===== src/rtl/hbt_pkg.sv =====
`timescale 1ns / 1ps
// ----------------------------------------------------------------------------
// hbt_pkg
// Shared types and codes for the Huffman tree loader and decoder.
// ----------------------------------------------------------------------------
package hbt_pkg;

	localparam int MAX_NODES_DEF   = 511;
	localparam int STACK_DEPTH_DEF = 256;
	localparam int SYM_W           = 8;

	typedef logic [1:0] req_t;
	typedef logic [1:0] kind_t;

	// request types
	localparam req_t REQ_FLAG   = 2'd0;
	localparam req_t REQ_SYMBOL = 2'd1;
	localparam req_t REQ_CODE   = 2'd2;
	localparam req_t REQ_CLEAR  = 2'd3;

	// result kinds
	localparam kind_t KIND_SYMBOL   = 2'd0;
	localparam kind_t KIND_DONE     = 2'd1;
	localparam kind_t KIND_SEQ_ERR  = 2'd2;
	localparam kind_t KIND_OVERFLOW = 2'd3;

endpackage


===== src/rtl/hbt_ram.sv =====
`timescale 1ns / 1ps
// ----------------------------------------------------------------------------
// hbt_ram
// Simple dual-port synchronous memory, one write and one registered read.
// ----------------------------------------------------------------------------
module hbt_ram #(
	parameter int DEPTH = hbt_pkg::MAX_NODES_DEF,
	parameter int WIDTH = 9
) (
	input  logic                     clk,
	input  logic                     wr_en,
	input  logic [$clog2(DEPTH)-1:0] wr_addr,
	input  logic [WIDTH-1:0]         wr_data,
	input  logic                     rd_en,
	input  logic [$clog2(DEPTH)-1:0] rd_addr,
	output logic [WIDTH-1:0]         rd_data
);

	logic [WIDTH-1:0] mem_q [DEPTH];
	logic [WIDTH-1:0] rd_data_q;

	always_ff @(posedge clk) begin
		if (wr_en) begin
			mem_q[wr_addr] <= wr_data;
		end
	end

	// read data holds until the next read
	always_ff @(posedge clk) begin
		if (rd_en) begin
			rd_data_q <= mem_q[rd_addr];
		end
	end

	assign rd_data = rd_data_q;

endmodule

===== config.mk =====
export PLATFORM = sky130hd
export DESIGN_NAME = hbt_ram
export DESIGN_NICKNAME = d
export VERILOG_FILES = /design/src/rtl/hbt_pkg.sv /design/src/rtl/hbt_ram.sv
export SDC_FILE = /design/constraint.sdc
export NUM_CORES = 2
export LEC_CHECK = 0
export BUFFER_PORTS_ARGS = -buffer_cell sky130_fd_sc_hd__buf_2
export CORE_ASPECT_RATIO = 0.7
export CORE_MARGIN = 5
export CORE_UTILIZATION = 45
export CTS_BUF_LIST = sky130_fd_sc_hd__clkbuf_4 sky130_fd_sc_hd__clkbuf_8
export CTS_CLUSTER_DIAMETER = 100
export CTS_CLUSTER_SIZE = 40
export DETAILED_ROUTE_END_ITERATION = 16
export PLACE_DENSITY = 0.62
export SYNTH_ARGS = -nofsm -noshare
export SYNTH_HDL_FRONTEND = slang
export SYNTH_MEMORY_MAX_BITS = 65536
export SYNTH_SLANG_ARGS = --single-unit

===== constraint.sdc =====
create_clock -name clk -period 4.04 [get_ports clk]
set_input_delay 0.808 -clock clk [delete_from_list [all_inputs] [get_ports clk]]
set_output_delay 0.808 -clock clk [all_outputs]
set_load 0.02 [all_outputs]

==> impl_metrics.json <==
{
  "avgViaCountPerCell": 6.27,
  "nNetsFinal": 9437,
  "hp-class": "input pin to register",
  "place_area_um2": 193000,
  "cts_hold_repair.buffers": 0,
  "slew_headroom_pct": 7.08,
  "maxCapViolCount": 0,
  "finalPower_mw": 74.7,
  "ant_nets": 0,
  "post-cts-setup-buffers": 0,
  "initial_core_util_pct": 45.1,
  "crit_type": "input pin to register",
  "ys.warnings.count": 0,
  "stdcell_area_um2": 196000,
  "crit_slowest_cell": "nor3_1",
  "syn-num-nets": 8672,
  "syn_area_um2": 180000,
  "num_vias": 92400,
  "track_usage_pct": 23.4,
  "root_buffer": "clkbuf_8",
  "place_ws_ns": -0.817,
  "grt_overflow": 0,
  "syn2layout_area_growth_pct": 8.78,
  "crit_family": "simple AND/OR/NAND/NOR gates",
  "critPathMostFrequentCell": "buf_12",
  "clk_path_buf_depth": 4,
  "fin_crit_sh_pct": 92.7,
  "synth_compound_area_share_pct": 3.53,
  "rsz0062_at_grt": "false",
  "synth_mux_area_share_pct": 14.9,
  "finalSetupViolations": 0,
  "report.final.slew_viol_count": 0,
  "synth_top_area_share_pct": 76.9,
  "antenna_found_initial": 38,
  "gp_congestion": 0.878,
  "io_pins": 39,
  "drc_errors": 0,
  "first_pass_iters": 6,
  "arrival_ns": 4.58,
  "leakage_nw": 61.4,
  "fp.dieW_um": 766,
  "synthAdderAreaFrac_pct": 0,
  "min_period_ns": 3.74,
  "worst_slew_pin_slew_ns": 1.38,
  "ys_seq_elements": 4608,
  "grt_pass1_vias": 89100,
  "io_buffers": 38,
  "syn-mean-instance-area_um2": 20.8,
  "worstPathCellList": "buf_12 -> buf_12 -> buf_12 -> buf_4 -> mux4_2 -> a22oi_1 -> a21oi_1 -> nor3_1 -> nand3_1 -> o21ai_1 -> buf_4 -> a31oi_1",
  "clock.fmax_mhz": 267,
  "yosys.area.top_type": "edfxtp_1",
  "synth_top_family_by_area": "multiplexers",
  "core_um2": 399000,
  "clkTransAtPathRegs_ns": 0.24,
  "yosysUniqueCellTypes": 65,
  "worstSkewPairLatency_ns": 1.12,
  "initialDrtViolationCount": 14600,
  "holdWs_ns": 0.146,
  "cts_resized": 0,
  "fp.dieArea_um2": 413000,
  "cts_htree_levels": 4,
  "cts_tree": "built",
  "drt-wirelength-per-cell_um": 33.3,
  "dp_hpwl_um": 324000,
  "seq_area_frac_synth_pct": 76.9,
  "cp_slowest_stage_delay_ns": 1.05,
  "async_flop_share_pct": 0,
  "synth_xor_area_share_pct": 0,
  "worst_ir_drop_vdd_mv": 0.337,
  "cp_max_fo": 16,
  "grt_pass1_wl_um": 692000,
  "clock_sinks": 4608,
  "die_height_um": 539,
  "cts_buffers": 143,
  "synth.most_common_cell": "edfxtp_1",
  "utilization_pct": 49.1,
  "dp_cells": 14600,
  "synth.area.top_cells": "edfxtp_1 77%, mux4_2 11%, mux2i_1 3.6%, nor2_1 1.2%, o221ai_1 0.91%",
  "startpoint_type": "input pin",
  "fin_skew_ns": 0.126,
  "fin_setup_tns_ns": 0,
  "power.density_nw_per_um2": 382,
  "fp-row-count": 194,
  "path_buf_inv": 5,
  "synth_ff_type": "edfxtp_1",
  "synth_cells": 8642,
  "drive_gt1_share_pct": 24.2,
  "synth_commonest_cells": "4608 x edfxtp_1, 876 x mux4_2, 641 x mux2i_1, 565 x nor2_1, 218 x clkbuf_1",
  "crit_path_end_kind": "register",
  "hold_viol": 0,
  "synthSimpleGateAreaFrac_pct": 2.44,
  "synth_edf_count": 4608,
  "wl_um": 490000,
  "critPathRequiredTime_ns": 4.87,
  "grt_max_degree": 165,
  "status": "finished clean",
  "num-fill-cells": 32000,
  "finalNonFillerCells": 14700,
  "fin_ws_ns": 0.296
}
worst register-to-register path: cells and delay by family (launching register included):
family                 cells  cell delay (ns)
AND/OR/NAND/NOR            1             0.73
multiplexers               1             0.07
buffers and inverters      2             0.39
flip-flops                 1             0.37
AO/OA/AOI/OAI              6             1.97
registers in the layout, indices dropped and copies added, names as in the netlist:
| name | count |
|---|---|
| mem_q | 4599 |
| rd_data | 9 |
routing by layer:
metal,part of all wire (%),global-route usage [%]
met1,43,37.4
met2,43,33.1
met3,13,5.82
met4,1.6,3.50
met5,0.0073,0
power breakdown:
group | switching, mW | internal (mW)
sequential | 0.0408 | 52.6
combinational | 3.63 | 1.99
clock | 13.0 | 3.48
total | 16.7 | 58.1
layout by cell type (no fill, tap or decap), types with 18 or more instances in the layout:
| master | count |
|---|---|
| mux4_2 | 876 |
| a31oi_1 | 18 |
| o21ai_0 | 49 |
| o31ai_1 | 32 |
| nor2b_1 | 18 |
| buf_2 | 24 |
| nor4_1 | 20 |
| buf_4 | 986 |
| nor2_1 | 559 |
| buf_12 | 148 |
| o221ai_1 | 186 |
| a211oi_1 | 77 |
| edfxtp_1 | 4608 |
| o21ai_1 | 19 |
| nor3_1 | 79 |
| nand2_1 | 184 |
| mux2i_1 | 641 |
| a22oi_1 | 72 |
| mux2_2 | 27 |
| clkbuf_8 | 147 |
| a21oi_1 | 179 |
| nand3_1 | 52 |
| o22ai_1 | 155 |
worst paths after layout:
path / from / to / slack, ns / depth (start not counted)
setup reg to reg: mem_q[240][5] / rd_data[5] / 0.36 / 10
hold / removal: rd_en / rd_data[4] / 0.15 / 1
hold reg to reg: mem_q[446][7] / rd_data[7] / 1.17 / 6
setup / recovery: rd_addr[0] / rd_data[5] / 0.30 / 12
logic make-up (layout without fill, tap and decap cells):
kind of cell           Yosys count  after routing
AOI/OAI and AO/OA              899            899
and+or+nand+nor               1028           1028
other                            0             14
DFF                           4608           4608
muxes                         1555           1555
buffers and inverters          552           1335
final cells by class:
type                    count  area, um2  area share [%]
diodes                     14       35.0          0.0179
clock buffers             148       2030            1.04
clock inverters            15        189          0.0966
inverters                   2       17.5         0.00895
multi-input cells        3482      37700            19.3
flip-flops and latches   4608     138000            70.7
well taps                5292       6620            3.38
repair buffers           1170      10700            5.45
(Power assumes the default switching activity.)
